--- src/rtl/oct_pkg.sv ---
`default_nettype none

package oct_pkg;

  localparam int CMD_W    = 3;
  localparam int IDX_IN_W = 4;
  localparam int ID_W     = 32;
  localparam int STATUS_W = 3;
  localparam int CNT_W    = 5;
  localparam int TOTAL_W  = 32;
  localparam int ENT_W    = 3;

  // Command codes
  localparam logic [CMD_W-1:0] CMD_POST     = 3'd0;
  localparam logic [CMD_W-1:0] CMD_DISPATCH = 3'd1;
  localparam logic [CMD_W-1:0] CMD_SENDFAIL = 3'd2;
  localparam logic [CMD_W-1:0] CMD_RESPONSE = 3'd3;
  localparam logic [CMD_W-1:0] CMD_ABANDON  = 3'd4;
  localparam logic [CMD_W-1:0] CMD_RELEASE  = 3'd5;

  // Entry states
  localparam logic [ENT_W-1:0] ENT_FREE      = 3'd0;
  localparam logic [ENT_W-1:0] ENT_POSTED    = 3'd1;
  localparam logic [ENT_W-1:0] ENT_SENT      = 3'd2;
  localparam logic [ENT_W-1:0] ENT_DONE      = 3'd3;
  localparam logic [ENT_W-1:0] ENT_ABANDONED = 3'd4;

  // Result status codes
  localparam logic [STATUS_W-1:0] STS_OK        = 3'd0;
  localparam logic [STATUS_W-1:0] STS_NOTHING   = 3'd1;
  localparam logic [STATUS_W-1:0] STS_UNMATCHED = 3'd2;
  localparam logic [STATUS_W-1:0] STS_IGNORED   = 3'd3;
  localparam logic [STATUS_W-1:0] STS_WRONG     = 3'd4;

  localparam logic [CNT_W-1:0] CEIL_RESET = 5'd8;

  // Slots in the queue between front and back
  localparam int QSLOTS = 2;
  localparam int QPTR_W = 1;

  // Classified command as it travels from front to back
  typedef struct packed {
    logic [CMD_W-1:0]    op;
    logic                known;
    logic                idx_ok;
    logic [IDX_IN_W-1:0] idx;
    logic [ID_W-1:0]     sess;
    logic [ID_W-1:0]     seq;
  } oct_item_t;

endpackage

`default_nettype wire

--- src/rtl/oct_ifs.sv ---
`default_nettype none

interface oct_cmd_if;
  import oct_pkg::*;
  logic                valid;
  logic                ready;
  logic [CMD_W-1:0]    cmd;
  logic [IDX_IN_W-1:0] entry_index;
  logic [ID_W-1:0]     owner_id;
  logic [ID_W-1:0]     seq_num;

  modport source (output valid, cmd, entry_index, owner_id, seq_num, input ready);
  modport sink (input valid, cmd, entry_index, owner_id, seq_num, output ready);
endinterface

interface oct_rsp_if;
  import oct_pkg::*;
  logic                valid;
  logic                ready;
  logic [STATUS_W-1:0] status;
  logic [IDX_IN_W-1:0] result_index;
  logic [CNT_W-1:0]    in_flight_now;
  logic [CNT_W-1:0]    peak_in_flight;
  logic [TOTAL_W-1:0]  total_dispatched;

  modport source (output valid, status, result_index, in_flight_now, peak_in_flight,
                  total_dispatched, input ready);
  modport sink (input valid, status, result_index, in_flight_now, peak_in_flight,
                total_dispatched, output ready);
endinterface

interface oct_cfg_if;
  import oct_pkg::*;
  logic             valid;
  logic             ready;
  logic [CNT_W-1:0] data;

  modport source (output valid, data, input ready);
  modport sink (input valid, data, output ready);
endinterface

`default_nettype wire

--- src/rtl/oct_front.sv ---
`default_nettype none

module oct_front #(
  parameter int QUEUE_DEPTH = 16
) (
  oct_cmd_if.sink            in_bus,
  output logic               push_valid,
  input  logic               push_ready,
  output oct_pkg::oct_item_t push_item
);
  import oct_pkg::*;

  assign in_bus.ready = push_ready;
  assign push_valid   = in_bus.valid;

  always_comb begin
    push_item.op     = in_bus.cmd;
    push_item.known  = (in_bus.cmd <= CMD_RELEASE);
    push_item.idx_ok = (32'(in_bus.entry_index) < 32'(QUEUE_DEPTH));
    push_item.idx    = in_bus.entry_index;
    push_item.sess   = in_bus.owner_id;
    push_item.seq    = in_bus.seq_num;
  end

endmodule

`default_nettype wire

--- src/rtl/oct_queue.sv ---
`default_nettype none

module oct_queue (
  input  logic               clk,
  input  logic               rst_n,
  input  logic               push_valid,
  output logic               push_ready,
  input  oct_pkg::oct_item_t push_item,
  output logic               pop_valid,
  input  logic               pop_ready,
  output oct_pkg::oct_item_t pop_item
);
  import oct_pkg::*;

  localparam int FILL_W = $clog2(QSLOTS + 1);

  oct_item_t          slot_r [QSLOTS];
  logic [QPTR_W-1:0]  wr_ptr_r;
  logic [QPTR_W-1:0]  rd_ptr_r;
  logic [FILL_W-1:0]  fill_r;
  logic               do_push;
  logic               do_pop;

  assign push_ready = (fill_r != FILL_W'(QSLOTS));
  assign pop_valid  = (fill_r != '0);
  assign pop_item   = slot_r[rd_ptr_r];
  assign do_push    = push_valid && push_ready;
  assign do_pop     = pop_valid && pop_ready;

  always_ff @(posedge clk) begin
    if (!rst_n) begin
      wr_ptr_r <= '0;
      rd_ptr_r <= '0;
      fill_r   <= '0;
    end else begin
      if (do_push) wr_ptr_r <= wr_ptr_r + 1'b1;
      if (do_pop)  rd_ptr_r <= rd_ptr_r + 1'b1;
      if (do_push && !do_pop) fill_r <= fill_r + 1'b1;
      else if (do_pop && !do_push) fill_r <= fill_r - 1'b1;
    end
  end

  always_ff @(posedge clk) begin
    if (do_push) slot_r[wr_ptr_r] <= push_item;
  end

endmodule

`default_nettype wire

--- src/rtl/oct_back.sv ---
`default_nettype none

module oct_back #(
  parameter int QUEUE_DEPTH = 16
) (
  input  logic               clk,
  input  logic               rst_n,
  input  logic               pop_valid,
  output logic               pop_ready,
  input  oct_pkg::oct_item_t pop_item,
  oct_cfg_if.sink            cfg_bus,
  oct_rsp_if.source          out_bus
);
  import oct_pkg::*;

  localparam int IDX_W = $clog2(QUEUE_DEPTH);

  localparam logic S_LOAD = 1'b0;
  localparam logic S_EXEC = 1'b1;

  logic                 state_r;

  // Entry table: state has reset, owner and sequence are written on post
  logic [ENT_W-1:0]     ent_st_r  [QUEUE_DEPTH];
  logic [ID_W-1:0]      owner_r   [QUEUE_DEPTH];
  logic [ID_W-1:0]      seqid_r   [QUEUE_DEPTH];

  logic [CNT_W-1:0]     ceil_r;
  logic [CNT_W-1:0]     cnt_r,  cnt_nxt;
  logic [CNT_W-1:0]     peak_r, peak_nxt;
  logic [TOTAL_W-1:0]   total_r, total_nxt;

  // Snapshot taken in the load cycle
  oct_item_t            item_r;
  logic [QUEUE_DEPTH-1:0] sent_hit_r,  sent_hit;
  logic [QUEUE_DEPTH-1:0] aband_hit_r, aband_hit;
  logic [QUEUE_DEPTH-1:0] posted_r,    posted;
  logic [ENT_W-1:0]     cur_st_r;

  logic                 out_valid_r;
  logic [STATUS_W-1:0]  out_status_r;
  logic [IDX_IN_W-1:0]  out_index_r;

  logic                 load;
  logic                 commit;
  logic [IDX_W-1:0]     tidx;
  logic [STATUS_W-1:0]  sts;
  logic [IDX_IN_W-1:0]  rix;
  logic                 wr_en;
  logic [IDX_W-1:0]     wr_idx;
  logic [ENT_W-1:0]     wr_val;
  logic                 post_wr;
  logic [IDX_W-1:0]     first_posted;
  logic [IDX_W-1:0]     first_sent;
  logic [IDX_W-1:0]     first_aband;

  function automatic logic [IDX_W-1:0] lowest(input logic [QUEUE_DEPTH-1:0] v);
    logic [IDX_W-1:0] r;
    r = '0;
    for (int i = QUEUE_DEPTH - 1; i >= 0; i--) begin
      if (v[i]) r = IDX_W'(i);
    end
    return r;
  endfunction

  assign pop_ready = (state_r == S_LOAD);
  assign load      = pop_valid && pop_ready;
  assign commit    = (state_r == S_EXEC) && (!out_valid_r || out_bus.ready);
  assign tidx      = IDX_W'(pop_item.idx);
  assign cfg_bus.ready = 1'b1;

  // Compare every entry against the incoming ids in the load cycle
  always_comb begin
    for (int i = 0; i < QUEUE_DEPTH; i++) begin
      sent_hit[i]  = (ent_st_r[i] == ENT_SENT) && (owner_r[i] == pop_item.sess) &&
                     (seqid_r[i] == pop_item.seq);
      aband_hit[i] = (ent_st_r[i] == ENT_ABANDONED) && (owner_r[i] == pop_item.sess) &&
                     (seqid_r[i] == pop_item.seq);
      posted[i]    = (ent_st_r[i] == ENT_POSTED);
    end
  end

  assign first_posted = lowest(posted_r);
  assign first_sent   = lowest(sent_hit_r);
  assign first_aband  = lowest(aband_hit_r);

  always_comb begin
    sts       = STS_OK;
    rix       = '0;
    wr_en     = 1'b0;
    wr_idx    = IDX_W'(item_r.idx);
    wr_val    = ENT_FREE;
    post_wr   = 1'b0;
    cnt_nxt   = cnt_r;
    peak_nxt  = peak_r;
    total_nxt = total_r;
    if (!item_r.known) begin
      sts = STS_IGNORED;
    end else begin
      unique case (item_r.op)
        CMD_POST: begin
          if (item_r.idx_ok && cur_st_r == ENT_FREE) begin
            wr_en   = 1'b1;
            wr_val  = ENT_POSTED;
            post_wr = 1'b1;
          end else begin
            sts = STS_WRONG;
          end
        end
        CMD_DISPATCH: begin
          if (cnt_r < ceil_r && |posted_r) begin
            wr_en     = 1'b1;
            wr_idx    = first_posted;
            wr_val    = ENT_SENT;
            cnt_nxt   = cnt_r + 1'b1;
            peak_nxt  = (cnt_r + 1'b1 > peak_r) ? cnt_r + 1'b1 : peak_r;
            total_nxt = total_r + 1'b1;
            rix       = IDX_IN_W'(first_posted);
          end else begin
            sts = STS_NOTHING;
          end
        end
        CMD_SENDFAIL: begin
          if (item_r.idx_ok && cur_st_r == ENT_SENT) begin
            wr_en  = 1'b1;
            wr_val = ENT_POSTED;
            if (cnt_r != '0) cnt_nxt = cnt_r - 1'b1;
          end else begin
            sts = STS_WRONG;
          end
        end
        CMD_RESPONSE: begin
          if (cnt_r == '0) begin
            sts = STS_IGNORED;
          end else begin
            cnt_nxt = cnt_r - 1'b1;
            priority if (|sent_hit_r) begin
              wr_en  = 1'b1;
              wr_idx = first_sent;
              wr_val = ENT_DONE;
              rix    = IDX_IN_W'(first_sent);
            end else if (|aband_hit_r) begin
              wr_en  = 1'b1;
              wr_idx = first_aband;
              wr_val = ENT_FREE;
              rix    = IDX_IN_W'(first_aband);
            end else begin
              sts = STS_UNMATCHED;
            end
          end
        end
        CMD_ABANDON: begin
          if (item_r.idx_ok && cur_st_r == ENT_SENT) begin
            wr_en  = 1'b1;
            wr_val = ENT_ABANDONED;
          end else if (item_r.idx_ok && cur_st_r == ENT_POSTED) begin
            wr_en  = 1'b1;
            wr_val = ENT_FREE;
          end else begin
            sts = STS_WRONG;
          end
        end
        CMD_RELEASE: begin
          if (item_r.idx_ok && cur_st_r == ENT_DONE) begin
            wr_en  = 1'b1;
            wr_val = ENT_FREE;
          end else begin
            sts = STS_WRONG;
          end
        end
        default: sts = STS_IGNORED;
      endcase
    end
  end

  always_ff @(posedge clk) begin
    if (!rst_n) begin
      state_r     <= S_LOAD;
      ceil_r      <= CEIL_RESET;
      cnt_r       <= '0;
      peak_r      <= '0;
      total_r     <= '0;
      out_valid_r <= 1'b0;
      for (int i = 0; i < QUEUE_DEPTH; i++) ent_st_r[i] <= ENT_FREE;
    end else begin
      if (cfg_bus.valid) ceil_r <= cfg_bus.data;
      unique case (state_r)
        S_LOAD: if (load) state_r <= S_EXEC;
        S_EXEC: if (commit) state_r <= S_LOAD;
        default: state_r <= S_LOAD;
      endcase
      if (commit) begin
        cnt_r       <= cnt_nxt;
        peak_r      <= peak_nxt;
        total_r     <= total_nxt;
        out_valid_r <= 1'b1;
        if (wr_en) ent_st_r[wr_idx] <= wr_val;
      end else if (out_bus.ready) begin
        out_valid_r <= 1'b0;
      end
    end
  end

  // Payload registers: no reset
  always_ff @(posedge clk) begin
    if (load) begin
      item_r      <= pop_item;
      sent_hit_r  <= sent_hit;
      aband_hit_r <= aband_hit;
      posted_r    <= posted;
      cur_st_r    <= ent_st_r[tidx];
    end
    if (commit) begin
      out_status_r <= sts;
      out_index_r  <= rix;
    end
    if (commit && post_wr) begin
      owner_r[wr_idx] <= item_r.sess;
      seqid_r[wr_idx] <= item_r.seq;
    end
  end

  assign out_bus.valid            = out_valid_r;
  assign out_bus.status           = out_status_r;
  assign out_bus.result_index     = out_index_r;
  assign out_bus.in_flight_now    = cnt_r;
  assign out_bus.peak_in_flight   = peak_r;
  assign out_bus.total_dispatched = total_r;

endmodule

`default_nettype wire

--- src/rtl/outstanding_command_tracker.sv ---
// Channel  Dir  Carries                                              Handshake
// in_bus   in   cmd, entry_index, owner_id, seq_num                  valid/ready
// out_bus  out  status, result_index, in_flight_now, peak_in_flight,  valid/ready
//               total_dispatched
// cfg_bus  in   data (inflight_ceiling)                              valid/ready
//
// In the back end each command first compares all entries against the command's
// ids and snapshots the table, then updates the table and loads the result
// register. A two-slot queue sits between the front and the back end.
// Reset (rst_n low, synchronous) frees all entries and clears the counters. A
// stalled result holds the back end in its update cycle; the queue keeps
// taking commands until it is full. cfg_bus is always ready.
`default_nettype none

module outstanding_command_tracker #(
  parameter int QUEUE_DEPTH = 16
) (
  input  logic      clk,
  input  logic      rst_n,
  oct_cmd_if.sink   in_bus,
  oct_rsp_if.source out_bus,
  oct_cfg_if.sink   cfg_bus
);
  import oct_pkg::*;

  logic      push_valid;
  logic      push_ready;
  oct_item_t push_item;
  logic      pop_valid;
  logic      pop_ready;
  oct_item_t pop_item;

  oct_front #(.QUEUE_DEPTH(QUEUE_DEPTH)) u_front (
    .in_bus     (in_bus),
    .push_valid (push_valid),
    .push_ready (push_ready),
    .push_item  (push_item)
  );

  oct_queue u_queue (
    .clk        (clk),
    .rst_n      (rst_n),
    .push_valid (push_valid),
    .push_ready (push_ready),
    .push_item  (push_item),
    .pop_valid  (pop_valid),
    .pop_ready  (pop_ready),
    .pop_item   (pop_item)
  );

  oct_back #(.QUEUE_DEPTH(QUEUE_DEPTH)) u_back (
    .clk       (clk),
    .rst_n     (rst_n),
    .pop_valid (pop_valid),
    .pop_ready (pop_ready),
    .pop_item  (pop_item),
    .cfg_bus   (cfg_bus),
    .out_bus   (out_bus)
  );

endmodule

`default_nettype wire

--- src/flat_wrapper.sv ---
// flat-port wrapper written by rule: the top's interface ports become plain ports
module outstanding_command_tracker_flat import oct_pkg::*;
#(
  parameter int QUEUE_DEPTH = 16
)
  (clk, rst_n, in_bus_valid, in_bus_cmd, in_bus_entry_index, in_bus_owner_id, in_bus_seq_num, in_bus_ready, out_bus_valid, out_bus_status, out_bus_result_index, out_bus_in_flight_now, out_bus_peak_in_flight, out_bus_total_dispatched, out_bus_ready, cfg_bus_valid, cfg_bus_data, cfg_bus_ready);
  oct_cmd_if in_bus_i ();
  oct_rsp_if out_bus_i ();
  oct_cfg_if cfg_bus_i ();
  input  logic clk;
  input  logic rst_n;
  input wire logic [$bits(in_bus_i.valid)-1:0] in_bus_valid;
  input wire logic [$bits(in_bus_i.cmd)-1:0] in_bus_cmd;
  input wire logic [$bits(in_bus_i.entry_index)-1:0] in_bus_entry_index;
  input wire logic [$bits(in_bus_i.owner_id)-1:0] in_bus_owner_id;
  input wire logic [$bits(in_bus_i.seq_num)-1:0] in_bus_seq_num;
  output wire logic [$bits(in_bus_i.ready)-1:0] in_bus_ready;
  output wire logic [$bits(out_bus_i.valid)-1:0] out_bus_valid;
  output wire logic [$bits(out_bus_i.status)-1:0] out_bus_status;
  output wire logic [$bits(out_bus_i.result_index)-1:0] out_bus_result_index;
  output wire logic [$bits(out_bus_i.in_flight_now)-1:0] out_bus_in_flight_now;
  output wire logic [$bits(out_bus_i.peak_in_flight)-1:0] out_bus_peak_in_flight;
  output wire logic [$bits(out_bus_i.total_dispatched)-1:0] out_bus_total_dispatched;
  input wire logic [$bits(out_bus_i.ready)-1:0] out_bus_ready;
  input wire logic [$bits(cfg_bus_i.valid)-1:0] cfg_bus_valid;
  input wire logic [$bits(cfg_bus_i.data)-1:0] cfg_bus_data;
  output wire logic [$bits(cfg_bus_i.ready)-1:0] cfg_bus_ready;
  assign in_bus_i.valid = in_bus_valid;
  assign in_bus_i.cmd = in_bus_cmd;
  assign in_bus_i.entry_index = in_bus_entry_index;
  assign in_bus_i.owner_id = in_bus_owner_id;
  assign in_bus_i.seq_num = in_bus_seq_num;
  assign in_bus_ready = in_bus_i.ready;
  assign out_bus_valid = out_bus_i.valid;
  assign out_bus_status = out_bus_i.status;
  assign out_bus_result_index = out_bus_i.result_index;
  assign out_bus_in_flight_now = out_bus_i.in_flight_now;
  assign out_bus_peak_in_flight = out_bus_i.peak_in_flight;
  assign out_bus_total_dispatched = out_bus_i.total_dispatched;
  assign out_bus_i.ready = out_bus_ready;
  assign cfg_bus_i.valid = cfg_bus_valid;
  assign cfg_bus_i.data = cfg_bus_data;
  assign cfg_bus_ready = cfg_bus_i.ready;
  outstanding_command_tracker #(.QUEUE_DEPTH(QUEUE_DEPTH)) u_core (.clk(clk), .rst_n(rst_n), .in_bus(in_bus_i), .out_bus(out_bus_i), .cfg_bus(cfg_bus_i));
endmodule
--- config.mk ---
export PLATFORM = sky130hd
export DESIGN_NAME = outstanding_command_tracker_flat
export DESIGN_NICKNAME = d
export VERILOG_FILES = /design/src/rtl/oct_pkg.sv /design/src/rtl/oct_ifs.sv /design/src/rtl/oct_front.sv /design/src/rtl/oct_queue.sv /design/src/rtl/oct_back.sv /design/src/rtl/outstanding_command_tracker.sv /design/src/flat_wrapper.sv
export SDC_FILE = /design/constraint.sdc
export NUM_CORES = 2
export LEC_CHECK = 0
export BUFFER_PORTS_ARGS = -buffer_cell sky130_fd_sc_hd__buf_4
export CORE_ASPECT_RATIO = 0.6
export CORE_MARGIN = 5
export CORE_UTILIZATION = 50
export CTS_BUF_LIST = sky130_fd_sc_hd__clkbuf_16
export CTS_CLUSTER_DIAMETER = 150
export DETAILED_ROUTE_END_ITERATION = 12
export PLACE_DENSITY = 0.68
export SETUP_SLACK_MARGIN = 0.2
export SYNTH_ARGS = -nofsm -noshare
export SYNTH_HDL_FRONTEND = slang
export SYNTH_HIERARCHICAL = 1
export SYNTH_SLANG_ARGS = --single-unit
--- constraint.sdc ---
create_clock -name clk -period 25.1 [get_ports clk]
set_input_delay 5.02 -clock clk [delete_from_list [all_inputs] [get_ports clk]]
set_output_delay 5.02 -clock clk [all_outputs]
set_load 0.005 [all_outputs]
# Word level (Yosys, flattened, before mapping)
# Memories as Yosys holds them, arrays and structs flattened. A register that Yosys moved wholly into a read port is not among the register bits.
# Index checks and enable logic that the tools add are counted.
[word_totals] elab_cells=338 input_bits=81 register_bits=181 out_inout_bits=52 memories=4 mem_bits_rw=1216
[memory_table] name="u_core.u_back.owner_r" depth=16 word_bits=32 read_ports=16 rd_clocked_by_memory_dff=0 wr=1 line="oct_back.sv:25" text="logic [ID_W-1:0] owner_r [QUEUE_DEPTH];"
[memory_table] name="u_core.u_back.seqid_r" depth=16 word_bits=32 read_ports=16 rd_clocked_by_memory_dff=0 wr=1 line="oct_back.sv:26" text="logic [ID_W-1:0] seqid_r [QUEUE_DEPTH];"
[memory_table] name="u_core.u_queue.slot_r" depth=2 word_bits=72 read_ports=1 rd_clocked_by_memory_dff=1 wr=1 line="oct_queue.sv:17" text="oct_item_t slot_r [QSLOTS];"
[memory_table] name="u_core.u_back.ent_st_r" depth=16 word_bits=3 read_ports=17 rd_clocked_by_memory_dff=1 wr=16 line="oct_back.sv:24" text="logic [ENT_W-1:0] ent_st_r [QUEUE_DEPTH];"
[classes] add_sub_neg=7 mux=116 n_lt_le_gt_ge=3 n_bitwise=1 reduce_logical=94 eq_ne=93
[op_table] op="32-bit equality test" count=32
[op_table] op="4-bit two-way mux" count=58
[op_table] op="1-bit logical AND" count=75
[op_table] op="3-bit by 2-bit equality test with 1-bit output (second input constant)" count=20
[op_table] op="3-bit by 1-bit equality test with 1-bit output (second input constant)" count=18
[op_table] op="3-bit equality test (second input constant)" count=18
[op_table] op="16-bit OR reduction" count=3
[op_table] op="32-bit by 1-bit adder with 32-bit output (second input constant)" count=1
[op_table] op="1-bit two-way mux" count=31
[op_table] op="3-bit two-way mux" count=8
[op_table] op="5-bit two-way mux" count=4
[op_table] op="3-bit case mux with 6 select lines" count=1
[op_table] op="2-bit two-way mux" count=8
[op_table] op="4-bit case mux with 2 select lines" count=2
[op_table] op="3-bit case mux with 5 select lines" count=1
[op_table] op="5-bit case mux with 3 select lines" count=1
[op_table] op="2-bit != test (second input constant)" count=5
[op_table] op="7-bit AND reduction" count=1
[op_table] op="3-bit logical NOT" count=2
[op_table] op="1-bit case mux with 6 select lines" count=1
[op_table] op="2-bit nonzero test" count=3
[op_table] op="5-bit by 1-bit adder with 5-bit output (second input constant)" count=1
[op_table] op="5-bit > comparator" count=1
[op_table] op="5-bit logical NOT" count=1
[op_table] op="15 further kinds" count=18

# Logic depth before layout (Yosys ltp)
[logic_depth] depth_word=22 ltp_mapped=12 mapped_depth_nobuf=10

# Modules after synthesis
# Netlist, hierarchy kept.
[modules_own_cells] mod="oct_back" seq_area_each_um2=37105.6 instances=1 area_each_um2=53067.1 cells_each=3377
[modules_own_cells] mod="oct_queue" seq_area_each_um2=4484.3 instances=1 area_each_um2=5506.5 cells_each=251
[modules_own_cells] mod="oct_front" seq_area_each_um2=0.0 instances=1 area_each_um2=563.0 cells_each=76

# Worst setup path after synthesis
# Ideal clock, no wire load.
[synth_timing] path_kind="input-to-reg" from="in out_bus_ready" to="mem u_core.u_back.owner_r[13][0], enable pin" path_slack_ns=13.798 setup_ns=0.564 stages=6 n_path_buf=0 arrival_ns=10.737 required_time_ns=24.536 cell_sequence="nand2b_1 and2_1 nand2_1 nor4b_1 o211ai_1 nor3_1"
[synth_between] elab_chain_len=5
[synth_lines] item="start, declared" line="flat_wrapper.sv:24" text="input wire logic [$bits(out_bus_i.ready)-1:0] out_bus_ready;"
[synth_lines] item="1-bit logical OR" line="oct_back.sv:68" text="assign commit = (state_r == S_EXEC) && (!out_valid_r || out_bus.ready);"
[synth_lines] item="1-bit logical AND" line="oct_back.sv:68"
[synth_lines] item="via u_core.u_back.commit" line="oct_back.sv:45" text="logic commit;"
[synth_lines] item="1-bit logical AND" line="oct_back.sv:217" text="if (commit && post_wr) begin"
[synth_lines] item="1-bit two-way mux" line="oct_back.sv:217"
[synth_lines] item="1-bit two-way mux (not written as such)" line="oct_back.sv:218" text="owner_r[wr_idx] <= item_r.sess;"
[synth_lines] item="end, declared" line="oct_back.sv:25"
# The timed path passes the listed nets, and every way through them passes these cells.

# Final worst setup path
[layout_timing] from="in out_bus_ready" to="mem u_core.u_back.seqid_r[15][19], enable pin"
[layout_between] elab_chain_len=5
[layout_lines] item="1-bit logical OR" line="oct_back.sv:68"
[layout_lines] item="1-bit logical AND" line="oct_back.sv:68"
[layout_lines] item="via u_core.u_back.commit" line="oct_back.sv:45"
[layout_lines] item="1-bit logical AND" line="oct_back.sv:217"
[layout_lines] item="1-bit two-way mux" line="oct_back.sv:217"
[layout_lines] item="1-bit two-way mux (not written as such)" line="oct_back.sv:219" text="seqid_r[wr_idx] <= item_r.seq;"
[layout_lines] item="end, declared" line="oct_back.sv:26"
# The timed path passes the listed nets, and every way through them passes these cells.

==> flow_metrics.env <==
export IMPL_hold_class="flop to flop"
export IMPL_drt_first_iter_violations=8082
export IMPL_synth_warnings=6
export IMPL_setup_viol=0
export IMPL_slew_headroom_pct=-0.1276
export IMPL_fp_row_count=97
export IMPL_antenna_found_initial=38
export IMPL_critPathKind="input port to flop"
export IMPL_drt_wl_total_mm=207.2
export IMPL_ctsRootBufferMaster="clkbuf_16"
export IMPL_synthCells=3704
export IMPL_violations="capacitance limit, slew limit"
export IMPL_critPathArrivalTime_ns=7.90
export IMPL_antenna_left=0
export IMPL_viasPerCell=6.485
export IMPL_startpoint_type="input port"
export IMPL_drc=0
export IMPL_globalRouteOverflowTotal=0
export IMPL_synthDistinctLibCells=84
export IMPL_critPathMaxStageDelay_ns=0.84
export IMPL_ys_flop_type="edfxtp_1"
export IMPL_avgSynthCellArea_um2=15.97
export IMPL_dp_hpwl_mm=125.5
export IMPL_hold_violations=0
export IMPL_seq_area_frac_synth_pct=70.33
export IMPL_syn_num_nets=3798
export IMPL_clk_pin_slew_ns=0.06
export IMPL_hp_start="u_core/u_back/item_r[7]"
export IMPL_async_flop_share_pct=0
export IMPL_cpMaxStageDelayCell="buf_4"
export IMPL_crit_top_cell="buf_4"
export IMPL_htree_levels=4
export IMPL_fp_dieH_um=276.4
export IMPL_post_cts_setup_buffers=0
export IMPL_clkLatencyLatePin_ns=0.78
export IMPL_grt_first_pass_wirelength_mm=276.6
export IMPL_fin_crit_ns=7.524
export IMPL_cp_end_kind="flop"
export IMPL_finalPower_mw=7.360
export IMPL_synth_edff_count=1349
export IMPL_synth_top_area_cell="edfxtp_1"
export IMPL_drv_slew=1
export IMPL_r2r_end="u_core/u_back/aband_hit_r[4]"
export IMPL_rsz0062_at_grt="no"
export IMPL_hold_path_depth=0
export IMPL_tritoncts="built"
export IMPL_first_pass_iters=6
export IMPL_vias=36240
export IMPL_synth_xor_area_share_pct=15.57
export IMPL_final_cells=5588
export IMPL_cts_resized_gates=0
export IMPL_synthAdderAreaFrac_pct=0.2751
export IMPL_power_leakage_nw=21.06
export IMPL_path_max_fanout=64
export IMPL_holdBufCountCts=0
export IMPL_synth_compound_area_share_pct=1.807
export IMPL_synth_area_leaders="edfxtp_1, xnor2_1, xor2_1"
export IMPL_critPathTopFamily="simple AND/OR/NAND/NOR gates"
export IMPL_fmax_mhz=132.9
export IMPL_synth_top_family_by_area="XOR/XNOR gates"
export IMPL_portBuffers=131
export IMPL_fillCellCount=9116
export IMPL_cts_buffers=131
export IMPL_min_to="u_core/u_back/seqid_r[2][7]"
export IMPL_fin_ws_ns=17.58
export IMPL_vdd_drop_max_uv=88.46
export IMPL_post_synth_top_count_cell="edfxtp_1"
export IMPL_crit_path_cell_trace="buf_4, nand2b_1, and2_1, nand2_1, nor4b_1, buf_4, o211ai_1, nor3_2, buf_4"
export IMPL_dp_cells=5340
export IMPL_post_route_period_util_pct=29.98
export IMPL_cp_num_buf_inv=3
export IMPL_grt_use_total_pct=32.49
export IMPL_nets=3983
export IMPL_grt_max_degree=76
export IMPL_r2r_setup_slack_ns=19.14
export IMPL_synthSimpleGateAreaFrac_pct=7.418
export IMPL_synth_area_mux_share_pct=2.198
export IMPL_synthToLayoutAreaGrowth_pct=12.32
export IMPL_worst_pin_slew_ns=1.490
export IMPL_netlist_area_leader_share_pct=68.50
export IMPL_grt_pass1_vias=32260
export IMPL_gp_congestion=0.9356
export IMPL_die_x_um=454.0
export IMPL_core_area_um2=117100
export IMPL_start_util_pct=50.49
export IMPL_ioPinCount=133
export IMPL_post_drt_wl_per_cell_um=37.07
export IMPL_finClkSkew_ns=0.03074
export IMPL_setup_tns_ns=0
export IMPL_cap_violations=1
export IMPL_clock_path_buffers=3
export IMPL_syn_area_um2=59140
export IMPL_clock_sinks=1403
export IMPL_pre_cts_ws_ns=16.89
export IMPL_reg2reg_depth=10
export IMPL_ys_seq_elements=1403
export IMPL_drive_above_1_share_pct=15.76
export IMPL_status="complete, but fails checks"
export IMPL_yosys_top_cells_count="edfxtp_1, xnor2_1, xor2_1"
export IMPL_power_density_nw_per_um2=110.8
export IMPL_whs_ns=0.4609
export IMPL_die_area_um2=125500
export IMPL_worst_ep_required_time_ns=25.47
registers in the layout, indices dropped and copies added, names as in the netlist, 4 cells and up, named ones only:
name,cells
u_core/u_back/out_bus.total_dispatched,32
u_core/u_back/posted_r,16
u_core/u_back/out_bus.result_index,4
u_core/u_back/out_bus.in_flight_now,5
u_core/u_back/ceil_r,5
u_core/u_back/seqid_r,512
u_core/u_queue/slot_r,146
u_core/u_back/out_bus.peak_in_flight,5
u_core/u_back/aband_hit_r,16
u_core/u_back/owner_r,512
u_core/u_back/ent_st_r,48
u_core/u_back/sent_hit_r,16
u_core/u_back/item_r,73
worst max path at each step:
stage	startpoint	end	slack, ns	cells after the start
finish	out_bus_ready	u_core/u_back/seqid_r[15][19]	17.58	9
global route	out_bus_ready	u_core/u_back/owner_r[15][13]	17.55	9
CTS	out_bus_ready	u_core/u_back/seqid_r[15][19]	17.70	9
detailed placement	out_bus_ready	u_core/u_back/owner_r[15][21]	16.89	9
global placement	out_bus_ready	u_core/u_back/seqid_r[15][31]	16.99	9
floorplan	out_bus_ready	u_core/u_back/owner_r[13][0]	13.80	6
report_power, final:
group | switching [mW] | total [mW] | internal [mW]
clock | 0.890 | 1.98 | 1.09
sequential | 0.204 | 3.18 | 2.98
combinational | 1.68 | 2.20 | 0.522
total | 2.77 | 7.36 | 4.59
stage by stage:
stage,util [%],area (um2)
after floorplan,-,59140
after global placement,53.12,62220
after detailed placement,53.12,62220
after CTS,56.68,66390
after global routing,56.69,66390
final,56.71,66420
cell type report:
cell class                      instances  area (um2)  area share [%]
Sequential cell                      1403       41590           62.62
Multi-Input combinational cell       2022       16260           24.48
Clock buffer                          136        3403           5.124
Timing Repair Buffer                  302        2267           3.413
Tap cell                             1584        1982           2.984
Clock inverter                         99       769.5           1.158
Inverter                               29       111.4          0.1677
Antenna cell                           13       32.53         0.04898
kinds of logic after synthesis:
kind of cell	after synthesis
AOI/OAI and AO/OA	138
xor gates and xnor gates	1051
muxes	102
adders and majority gates	13
other	2
buffers and inverters	279
DFF	1403
and+or+nand+nor	716
layout by cell type (no fill, tap or decap), types with 13 or more instances in the layout:
cell	count
edfxtp_1	1349
xnor2_1	683
xor2_1	368
buf_4	302
nand4_1	198
nor4_1	167
clkbuf_16	136
mux2_2	73
inv_1	59
dfxtp_1	53
nor3b_1	48
nand2_1	45
nor3_1	43
nor2_1	39
nand3_1	35
clkinv_1	27
and2_1	26
o21ai_0	24
o31ai_1	17
nor2b_1	17
nor3_2	17
clkinv_2	15
mux4_2	15
nor4_2	15
or3_1	14
a21boi_0	14
mux2i_1	14
diode_2	13
ha_1	13
per-layer routing:
metal  share of wire [%]  track usage (%)  routed length, um
met1                  37            47.71              75970
met2                  39            42.35              80520
met3                  21            15.30              42950
met4                 3.7            10.38               7670
met5               0.032                0                 66
No activity file was read; power rests on OpenSTA's default activity.
